==> src/sv/sida_pkg.sv <==
package sida_pkg;

   // Word and digit geometry
   localparam int WORD_W         = 32;
   localparam int DIGITS         = 10;
   localparam int BCD_W          = 4 * DIGITS;
   localparam int BITS_PER_STAGE = 8;
   localparam int DD_STAGES      = WORD_W / BITS_PER_STAGE;
   localparam int POS_W          = 4;
   localparam int CHAR_W         = 8;

   // ASCII codes
   localparam logic [CHAR_W-1:0] CHAR_ZERO  = 8'h30;
   localparam logic [CHAR_W-1:0] CHAR_NINE  = 8'h39;
   localparam logic [CHAR_W-1:0] CHAR_MINUS = 8'h2D;

   typedef logic [WORD_W-1:0] word_type;
   typedef logic [BCD_W-1:0]  bcd_type;
   typedef logic [POS_W-1:0]  pos_type;

   // Add 3 to every BCD digit of 5 or more ahead of the next shift
   function automatic bcd_type dabble_adjust(input bcd_type bcd);
      bcd_type r;
      r = bcd;
      for (int d = 0; d < DIGITS; d++) begin
         if (r[4*d +: 4] >= 4'd5) begin
            r[4*d +: 4] = r[4*d +: 4] + 4'd3;
         end
      end
      return r;
   endfunction

endpackage

==> src/sv/signed_int_to_decimal_ascii_unit.sv <==
// Channel   Ports                                      Handshake
// -------   -----------------------------------------  ---------------------------------
// request   req_value                                  taken when start & !busy
// response  rsp_character, rsp_last                    one character per rsp_valid cycle
//
// A value is taken into a six-stage pipeline: magnitude, four stages of eight
// shift-and-add-3 steps each, and a leading-digit count. A serializer then
// sends one character per cycle: the sign of a negative value, then its
// digits from the leading nonzero one down, 1 to 11 characters in all. The
// serializer sets the sustained rate; busy rises only when every pipeline
// stage holds a value behind it. Reset is synchronous and clears the valid
// bits; the receiver cannot stall the response port.
module signed_int_to_decimal_ascii_unit (
   input  logic                             clock,
   input  logic                             reset,
   input  logic                             start,
   output logic                             busy,
   input  logic signed [sida_pkg::WORD_W-1:0] req_value,
   output logic                             rsp_valid,
   output logic [sida_pkg::CHAR_W-1:0]      rsp_character,
   output logic                             rsp_last
);
   import sida_pkg::*;

   // Pipeline registers: index 0 is the magnitude stage
   bcd_type  dd_bcd_ff   [DD_STAGES+1];
   word_type dd_bin_ff   [DD_STAGES+1];
   logic     dd_neg_ff   [DD_STAGES+1];
   logic     dd_valid_ff [DD_STAGES+1];
   bcd_type  dd_bcd_in   [DD_STAGES+1];
   word_type dd_bin_in   [DD_STAGES+1];

   // Count stage
   bcd_type  cnt_bcd_ff;
   pos_type  cnt_pos_ff;
   logic     cnt_neg_ff;
   logic     cnt_valid_ff;
   pos_type  cnt_pos_in;

   // Serializer
   bcd_type  ser_bcd_ff;
   pos_type  ser_pos_ff;
   logic     ser_sign_ff;
   logic     ser_active_ff;
   pos_type  ser_pos_in;
   logic     ser_sign_in;
   logic     ser_active_in;
   logic     ser_end;
   logic     ser_take;

   // Stage free flags: 0..DD_STAGES pipeline, DD_STAGES+1 count stage
   logic     pipe_free [DD_STAGES+2];

   // Serializer finishes a word this cycle or is empty
   assign ser_end  = ser_active_ff & ~ser_sign_ff & (ser_pos_ff == '0);
   assign ser_take = ~ser_active_ff | ser_end;

   // Ripple stall backward from the serializer
   always_comb begin
      pipe_free[DD_STAGES+1] = ~cnt_valid_ff | ser_take;
      for (int k = DD_STAGES; k >= 0; k--) begin
         pipe_free[k] = ~dd_valid_ff[k] | pipe_free[k+1];
      end
   end

   assign busy = ~pipe_free[0];

   // Form the magnitude in unsigned arithmetic
   always_comb begin
      dd_bcd_in[0] = '0;
      if (req_value[WORD_W-1]) begin
         dd_bin_in[0] = word_type'(0) - word_type'(req_value);
      end else begin
         dd_bin_in[0] = word_type'(req_value);
      end
   end

   always_ff @(posedge clock) begin
      if (reset) begin
         dd_valid_ff[0] <= 1'b0;
      end else if (pipe_free[0]) begin
         dd_valid_ff[0] <= start;
      end
      if (pipe_free[0]) begin
         dd_bcd_ff[0] <= dd_bcd_in[0];
         dd_bin_ff[0] <= dd_bin_in[0];
         dd_neg_ff[0] <= req_value[WORD_W-1];
      end
   end

   // Shift-and-add-3 stages, eight bits each
   for (genvar k = 1; k <= DD_STAGES; k++) begin : g_dabble
      always_comb begin
         bcd_type  bcd;
         word_type bin;
         bcd = dd_bcd_ff[k-1];
         bin = dd_bin_ff[k-1];
         for (int j = 0; j < BITS_PER_STAGE; j++) begin
            bcd = dabble_adjust(bcd);
            bcd = {bcd[BCD_W-2:0], bin[WORD_W-1]};
            bin = {bin[WORD_W-2:0], 1'b0};
         end
         dd_bcd_in[k] = bcd;
         dd_bin_in[k] = bin;
      end

      always_ff @(posedge clock) begin
         if (reset) begin
            dd_valid_ff[k] <= 1'b0;
         end else if (pipe_free[k]) begin
            dd_valid_ff[k] <= dd_valid_ff[k-1];
         end
         if (pipe_free[k]) begin
            dd_bcd_ff[k] <= dd_bcd_in[k];
            dd_bin_ff[k] <= dd_bin_in[k];
            dd_neg_ff[k] <= dd_neg_ff[k-1];
         end
      end
   end

   // Find the top nonzero digit; zero keeps a single digit
   always_comb begin
      cnt_pos_in = '0;
      for (int i = 0; i < DIGITS; i++) begin
         if (dd_bcd_ff[DD_STAGES][4*i +: 4] != 4'd0) begin
            cnt_pos_in = POS_W'(i);
         end
      end
   end

   always_ff @(posedge clock) begin
      if (reset) begin
         cnt_valid_ff <= 1'b0;
      end else if (pipe_free[DD_STAGES+1]) begin
         cnt_valid_ff <= dd_valid_ff[DD_STAGES];
      end
      if (pipe_free[DD_STAGES+1]) begin
         cnt_bcd_ff <= dd_bcd_ff[DD_STAGES];
         cnt_pos_ff <= cnt_pos_in;
         cnt_neg_ff <= dd_neg_ff[DD_STAGES];
      end
   end

   // Load a new word or advance through sign and digits
   always_comb begin
      ser_active_in = ser_active_ff;
      ser_sign_in   = ser_sign_ff;
      ser_pos_in    = ser_pos_ff;
      if (ser_take && cnt_valid_ff) begin
         ser_active_in = 1'b1;
         ser_sign_in   = cnt_neg_ff;
         ser_pos_in    = cnt_pos_ff;
      end else if (ser_active_ff) begin
         if (ser_sign_ff) begin
            ser_sign_in = 1'b0;
         end else if (ser_end) begin
            ser_active_in = 1'b0;
         end else begin
            ser_pos_in = ser_pos_ff - pos_type'(1);
         end
      end
   end

   always_ff @(posedge clock) begin
      if (reset) begin
         ser_active_ff <= 1'b0;
         ser_sign_ff   <= 1'b0;
      end else begin
         ser_active_ff <= ser_active_in;
         ser_sign_ff   <= ser_sign_in;
      end
      ser_pos_ff <= ser_pos_in;
      if (ser_take && cnt_valid_ff) begin
         ser_bcd_ff <= cnt_bcd_ff;
      end
   end

   // Drive the response word
   assign rsp_valid     = ser_active_ff;
   assign rsp_last      = ser_end;
   assign rsp_character = ser_sign_ff ? CHAR_MINUS
                        : (CHAR_ZERO | {4'h0, ser_bcd_ff[{ser_pos_ff, 2'b00} +: 4]});

endmodule

==> config.mk <==
export PLATFORM = sky130hd
export DESIGN_NAME = signed_int_to_decimal_ascii_unit
export DESIGN_NICKNAME = d
export VERILOG_FILES = /design/src/sv/sida_pkg.sv /design/src/sv/signed_int_to_decimal_ascii_unit.sv
export SDC_FILE = /design/constraint.sdc
export NUM_CORES = 1
export LEC_CHECK = 0
export ABC_AREA = 1
export BUFFER_PORTS_ARGS = -buffer_cell sky130_fd_sc_hd__buf_2
export CORE_MARGIN = 2
export CORE_UTILIZATION = 55
export CTS_CLUSTER_SIZE = 10
export DETAILED_ROUTE_END_ITERATION = 8
export PLACE_DENSITY_LB_ADDON = 0.15
export RECOVER_POWER = 25
export SLEW_MARGIN = 25
export SYNTH_ARGS = -nofsm -noshare
export SYNTH_HDL_FRONTEND = slang
export SYNTH_SLANG_ARGS = --single-unit
export TNS_END_PERCENT = 100
==> constraint.sdc <==
create_clock -name clock -period 8.5 [get_ports clock]
set_clock_uncertainty 0.1 [all_clocks]
set_input_delay 0.85 -clock clock [delete_from_list [all_inputs] [get_ports clock]]
set_output_delay 0.85 -clock clock [all_outputs]
set_load 0.05 [all_outputs]
==> results of run 1 <==
==> per-stage QoR <==
step,hold WS [ns],cells
6_report,0.3059,4187
5_1_grt,0.3156,4187
4_1_cts,0.3054,4187
3_5_place_dp,0.3045,4125
3_3_place_gp,0.3014,4123
2_1_floorplan,0.3003,3480
==> state kept, by name, summed over array words and instances, names as in the netlist <==
name / flops
cnt_neg_ff: 1
dd_bcd_ff: 102
rsp_valid: 1
dd_bin_ff: 80
ser_bcd_ff: 40
dd_neg_ff: 5
cnt_bcd_ff: 40
cnt_valid_ff: 1
ser_pos_ff: 4
ser_sign_ff: 1
dd_valid_ff: 5
cnt_pos_ff: 4
==> cells in the mapped netlist (9+ instances only) <==
master,number
o22ai_1,9
and2_4,10
nand3_1,344
a21o_1,22
edfxtp_1,281
nor2_1,85
and2_1,35
xnor2_1,24
nand3_2,80
and2_2,11
xor2_2,14
xor2_1,72
nor4_1,11
inv_2,23
clkbuf_1,9
o21ai_0,84
nor3_1,18
inv_1,572
nand2_2,186
o21ai_1,41
nand4_1,120
nand2_1,1045
a21o_2,9
a31o_2,16
o21ai_2,37
ha_1,148
nand3b_1,20
nand2_4,29
a21oi_1,40
==> layout by cell type, fill, tap and decap left out, types with 41 or more instances in the layout <==
| cell type | instances |
|---|---|
| nand2_1 | 1044 |
| nand3_2 | 80 |
| nor2_1 | 84 |
| nand3_1 | 344 |
| inv_1 | 572 |
| ha_1 | 148 |
| edfxtp_1 | 281 |
| o21ai_0 | 84 |
| o21ai_1 | 41 |
| xor2_1 | 72 |
| nand4_1 | 120 |
| nand2_2 | 187 |
==> area by class of cell <==
cell class | count | area share [%]
timing repair buffer | 50 | 1.104
tap | 607 | 2.724
clock buffer | 52 | 3.523
clock inverter | 10 | 0.3635
sequential | 284 | 30.48
inverter | 597 | 8.042
multi-input combinational | 2587 | 53.76
==> metal layers <==
layer	wire, um	vias up	part of all wire (%)
met2	23550	224	51
met5	0	-	0
met1	20580	9742	45
met3	1147	73	2.5
met4	869	0	1.9
li1	-	11599	-
==> worst register-to-register path: cells and delay by family, from the launching register on <==
family | cells | cell delay, ns
xor+xnor | 1 | 0.23
buf+inv | 9 | 0.60
flops | 1 | 0.39
fa+ha+maj | 9 | 1.66
simple gates | 20 | 1.88
compound gates | 6 | 1.35
==> cells by family after synthesis <==
| group | share of synthesized area, % |
|---|---|
| AND/OR/NAND/NOR | 38.46 |
| buffers and inverters | 8.919 |
| AO/OA/AOI/OAI | 7.584 |
| flip-flops | 32.98 |
| adder cells (fa/ha/maj) | 7.186 |
| XOR/XNOR | 4.695 |
| multiplexers | 0.1554 |
| other | 0.02914 |
==> worst max-delay path by stage <==
stage / start / end / slack [ns] / cells past startpoint
2_1_floorplan: ser_pos_ff[0] / busy / 0.60 / 16
3_3_place_gp: dd_bcd_ff[0][148] / dd_bcd_ff[0][197] / 2.60 / 44
3_5_place_dp: dd_bcd_ff[0][148] / dd_bcd_ff[0][198] / 2.03 / 45
4_1_cts: ser_pos_ff[0] / busy / 1.87 / 20
5_1_grt: dd_bcd_ff[0][148] / dd_bcd_ff[0][198] / 1.25 / 45
6_report: ser_pos_ff[0] / busy / 1.98 / 20
==> key figures, run 1 <==
Layout
  – Cell area after layout: 0.02788 mm2
  – Core Util, Final: 60.14%
  – N_diodes: 0
  – Share of cells above drive strength 1: 15.14%
  – Final nets: 3,740
  – Fillers: 4,038
  – Layout area overhead: 8.181%
  – Multi-input combinational cell area: 0.01499 mm2
  – Storage element area: 0.008498 mm2

Synth
  – Sequential share of the synthesized area: 32.98%
  – Warnings from Yosys: 0
  – Number of synthesized flops with an enable pin: 281
  – FF+latch count, synth: 284
  – Syn Inst Count: 3,479
  – Ys async rst share: 0%
  – Yosys top cell area share: 32.74%
  – Top cells by area, synth: edfxtp_1, nand2_1, inv_1
  – Mean Syn Cell Area: 7.408 um2
  – Synth Cell Area: 0.02577 mm2
  – Cell taking the most area after synthesis: edfxtp_1
  – Yosys cell types: 60
  – Predominant post-synthesis flop cell: edfxtp_1

Placed design
  – Dpl hpwl: 37,190 um
  – DP Area: 0.02680 mm2
  – Setup slack at placement: 2.035 ns
  – GP Congestion: 0.7748
  – Port bufs: 42

Run status
  – Status: completed

Clocking
  – Max clock buf depth: 3
  – CTS resizes: 0
  – Num CTS Buffers: 37
  – Clk pin slew, worst setup/hold paths: 0.06 ns
  – Worst skew pair latency: 0.55 ns
  – Hold Buf Count CTS: 0
  – Post-CTS Setup Repair Bufs: 0
  – Clock Sinks: 284
  – H-tree depth: 2
  – CTS tree: yes
  – CTS root buf: clkbuf_16

Timing
  – Slew HR: 48.54%
  – Worst-margin pin slew: 0.7718 ns
  – Hold Violations, Final: 0
  – Setup violations, final: 0
  – Setup TNS: 0 ns
  – Count of pins over their slew limit: 0
  – Final Worst Setup Slack: 1.979 ns
  – Minimum clock period: 6.521 ns
  – Unrepaired setup endpoints after global routing: no
  – Fmax: 153.3 MHz
  – Final period util: 76.72%

GRT
  – GRT Resource Usage Total: 19.50%
  – Met1 Use GR: 22.41%
  – Gr busiest metal: met2
  – Initial antenna violation count: 0
  – M2 GR Usage: 37.28%
  – Vias in the first global route: 20,752
  – Largest net degree at the start of global routing: 48
  – Met3 Track Usage GR: 2.942%
  – Gr ovfl total: 0
  – First-pass GRT wire length: 82,860 um

Floorplanning
  – Core area: 0.04636 mm2
  – Die Y: 220.5 um
  – Rows: 79
  – Initial Util: 55.59%
  – IO Count: 46
  – Die width: 220.5 um
  – Die area: 0.04860 mm2

Worst setup path
  – RR Startpoint: dd_bcd_ff[0][148]
  – Critical Path Start Type: flip-flop
  – Worst Path Required: 7.55 ns
  – CP Capture Type: output pin
  – Slowest cell on crit path: edfxtp_1
  – WS Path Type: flip-flop to output pin
  – R2R Setup Slk: 2.02 ns
  – Crit path arrival time: 5.57 ns
  – CP Buf/Inv Count: 10
  – Worst flop-to-flop path endpoint: dd_bcd_ff[0][198]
  – Crit path max-delay family: buffers and inverters
  – Worst reg2reg path depth: 45
  – Crit-path max FO: 47
  – CP max stage delay: 0.66 ns
  – Critical Path, Cell by Cell: inv_1, ha_1, nand3_1, nor3_1, nor2_1, inv_1, nor2_1, inv_1, buf_4, nor2_1, nand2_2, buf_4, nor2_1, inv_1, buf_4, nor2_1, nand2_1, buf_4, inv_1, buf_2

Routing
  – Drt wl/cell: 11.02 um
  – # DRC: 0
  – Vias/cell: 5.168
  – Vias: 21,638
  – ANT nets after route: 0
  – DR pass1 iterations: 5
  – Drt first-iter violations: 967
  – Total Wirelength: 46,150 um

Worst hold path
  – HP Start: cnt_bcd_ff[12]
  – Hold path endpoint: ser_bcd_ff[12]
  – Hold-critical path depth: 0
  – Worst hold path class: flip-flop to flip-flop

Flow run
  – Max-Cap Viols: 0
Power of run 1 is not shown: default switching activity piles up to over one toggle a cycle in this logic, so the estimate is an artifact.
==> run 2: changes to the inputs <==
- clock period: 8.5 -> 5.69 ns (I/O delays scaled with it)
==> run 2 against run 1 <==
Compared with the run above: via count up 5.0%; clock-buffer cell count down 3; global-route usage up 0.26 points; sequential cell count unchanged; wire length up 12%; highest routed layer unchanged.
==> key figures, run 2 (synthesis gave the netlist of run 1 again) <==
Worst setup path
  – CP most frequent cell: nand2_2
  – CP Capture Type: flip-flop (was output pin)
  – Crit-path max FO: 6 (was 47)
  – WS Path Type: flip-flop to flip-flop (was flip-flop to output pin)
  – Worst Path Required: 5.88 ns (was 7.55 ns)
  – Critical Path Start Type: flip-flop (unchanged)
  – Slowest cell on crit path: edfxtp_1 (unchanged)
  – Crit path arrival time: 5.72 ns (was 5.57 ns)
  – CP max stage delay: 0.41 ns (was 0.66 ns)

GRT
  – Initial antenna violation count: 0 (unchanged)
  – First-pass GRT wire length: 83,570 um (was 82,860 um)
  – Largest net degree at the start of global routing: 47 (was 48)
  – GRT Resource Usage Total: 19.76% (was 19.50%)
  – Vias in the first global route: 20,931 (was 20,752)
  – Gr ovfl total: 0 (unchanged)

Floorplanning
  – Rows: 79 (unchanged)
  – Initial Util: 55.59% (unchanged)
  – Die Y: 220.5 um (unchanged)
  – Die area: 0.04860 mm2 (unchanged)
  – Core area: 0.04636 mm2 (unchanged)
  – IO Count: 46 (unchanged)
  – Die width: 220.5 um (unchanged)

Routing
  – # DRC: 0 (unchanged)
  – Drt wl/cell: 11.91 um (was 11.02 um)
  – Vias: 22,714 (was 21,638)
  – DR pass1 iterations: 5 (unchanged)
  – Drt first-iter violations: 972 (was 967)
  – Total Wirelength: 51,700 um (was 46,150 um)
  – Vias/cell: 5.235 (was 5.168)
  – ANT nets after route: 0 (unchanged)

Layout
  – Storage element area: 0.008498 mm2 (unchanged)
  – N_diodes: 0 (unchanged)
  – Max reg flops: 102 (unchanged)
  – Biggest register: dd_bcd_ff (unchanged)
  – Multi-input combinational cell area: 0.01679 mm2 (was 0.01499 mm2)
  – Final nets: 3,893 (was 3,740)
  – Share of cells above drive strength 1: 29.56% (was 15.14%)
  – Layout area overhead: 20.21% (was 8.181%)
  – Regs by FF count: dd_bcd_ff x102, dd_bin_ff x80 (unchanged)
  – Most frequent cells in the layout: nand2_1, inv_1, nand2_2, edfxtp_1, nand3_1 (was nand2_1, inv_1, nand3_1, edfxtp_1, nand2_2)
  – Fillers: 3,691 (was 4,038)
  – Commonest non-fill, non-tap cell in the layout: nand2_1 (unchanged)

Clocking
  – Worst skew pair latency: 0.55 ns (about the same)
  – Clk pin slew, worst setup/hold paths: 0.05 ns (was 0.06 ns)
  – CTS tree: yes (unchanged)
  – Clock Sinks: 284 (unchanged)
  – Num CTS Buffers: 38 (was 37)
  – H-tree depth: 2 (unchanged)
  – Max clock buf depth: 3 (unchanged)
  – Hold Buf Count CTS: 0 (unchanged)
  – CTS root buf: clkbuf_16 (unchanged)

Timing
  – Fmax: 181.0 MHz
  – Minimum clock period: 5.524 ns
  – Setup violations, final: 0 (unchanged)
  – Final period util: 97.09%
  – Worst-margin pin slew: 0.8734 ns (was 0.7718 ns)
  – Count of pins over their slew limit: 0 (unchanged)
  – Hold slack: 0.1882 ns (was 0.3059 ns)
  – Unrepaired setup endpoints after global routing: yes (was no)
  – Hold Violations, Final: 0 (unchanged)
  – Slew HR: 41.42% (was 48.54%)

Placed design
  – GP Congestion: 0.7988 (was 0.7748)
  – Port bufs: 42 (unchanged)
  – Dpl hpwl: 37,950 um (was 37,190 um)

Worst hold path
  – Worst hold path class: input pin to flip-flop (was flip-flop to flip-flop)

Run status
  – Status: completed (unchanged)

Flow run
  – Max-Cap Viols: 0 (unchanged)
-- run 2: timing repair --
item                       4_1_cts  5_1_grt
pin swaps                       20      218
setup endpoints to repair       48       79
setup buffers                   21       98
resized for setup               56      467
-- run 2: path summary, 6_finish.rpt --
check | slack (ns) | end | cells after the start | startpoint
worst min register to register | 0.31 | dd_bin_ff[0][89] | 0 | dd_bin_ff[0][49]
worst min-delay path | 0.19 | dd_bin_ff[0][0] | 1 | req_value[0]
worst max register to register | 0.17 | dd_bcd_ff[0][198] | 49 | dd_bcd_ff[0][149]
worst max-delay path | 0.17 | dd_bcd_ff[0][198] | 49 | dd_bcd_ff[0][149]
-- run 2: per-layer routing --
layer	wire [um]	vias to the layer above	GRT usage, %	part of all wire, %
li1	-	11913	-	-
met3	1278	83	2.790	2.5
met4	960	0	5.839	1.9
met1	21730	10431	22.31	42
met2	27730	287	38.19	54
met5	0	-	0	0
-- run 2: through the flow --
stage	setup TNS [ns]	instance area, um2	setup slack (ns)	util [%]	instances
3_3_place_gp	0	27010	0.001602	58.27	4156
6_report	0	30980	0.1656	66.82	4339
4_1_cts	-0.02409	28620	-0.02409	61.73	4241
2_1_floorplan	0	25800	0.09836	-	3480
3_5_place_dp	-6.994	27070	-0.5069	58.39	4158
5_1_grt	-3.698	30980	-0.1744	66.82	4339
-- run 2: area by class of cell --
type / count / area share, %
well taps: 607 / 2.452
flip-flops and latches: 284 / 27.43
clock inverters: 13 / 0.6260
inverters: 597 / 7.282
clock buffers: 49 / 3.304
repair buffers: 202 / 4.701
multi-input cells: 2587 / 54.20
-- run 2: critical path: cells and delay by family (launching register included) --
family                   cells  cell delay, ns
AO/OA/AOI/OAI                5            0.49
XOR/XNOR                     1            0.12
adder cells (fa/ha/maj)      8            1.31
buffers and inverters       12            0.86
flip-flops                   1            0.41
AND/OR/NAND/NOR             23            1.98
Power of run 2 is left out for the same reason.
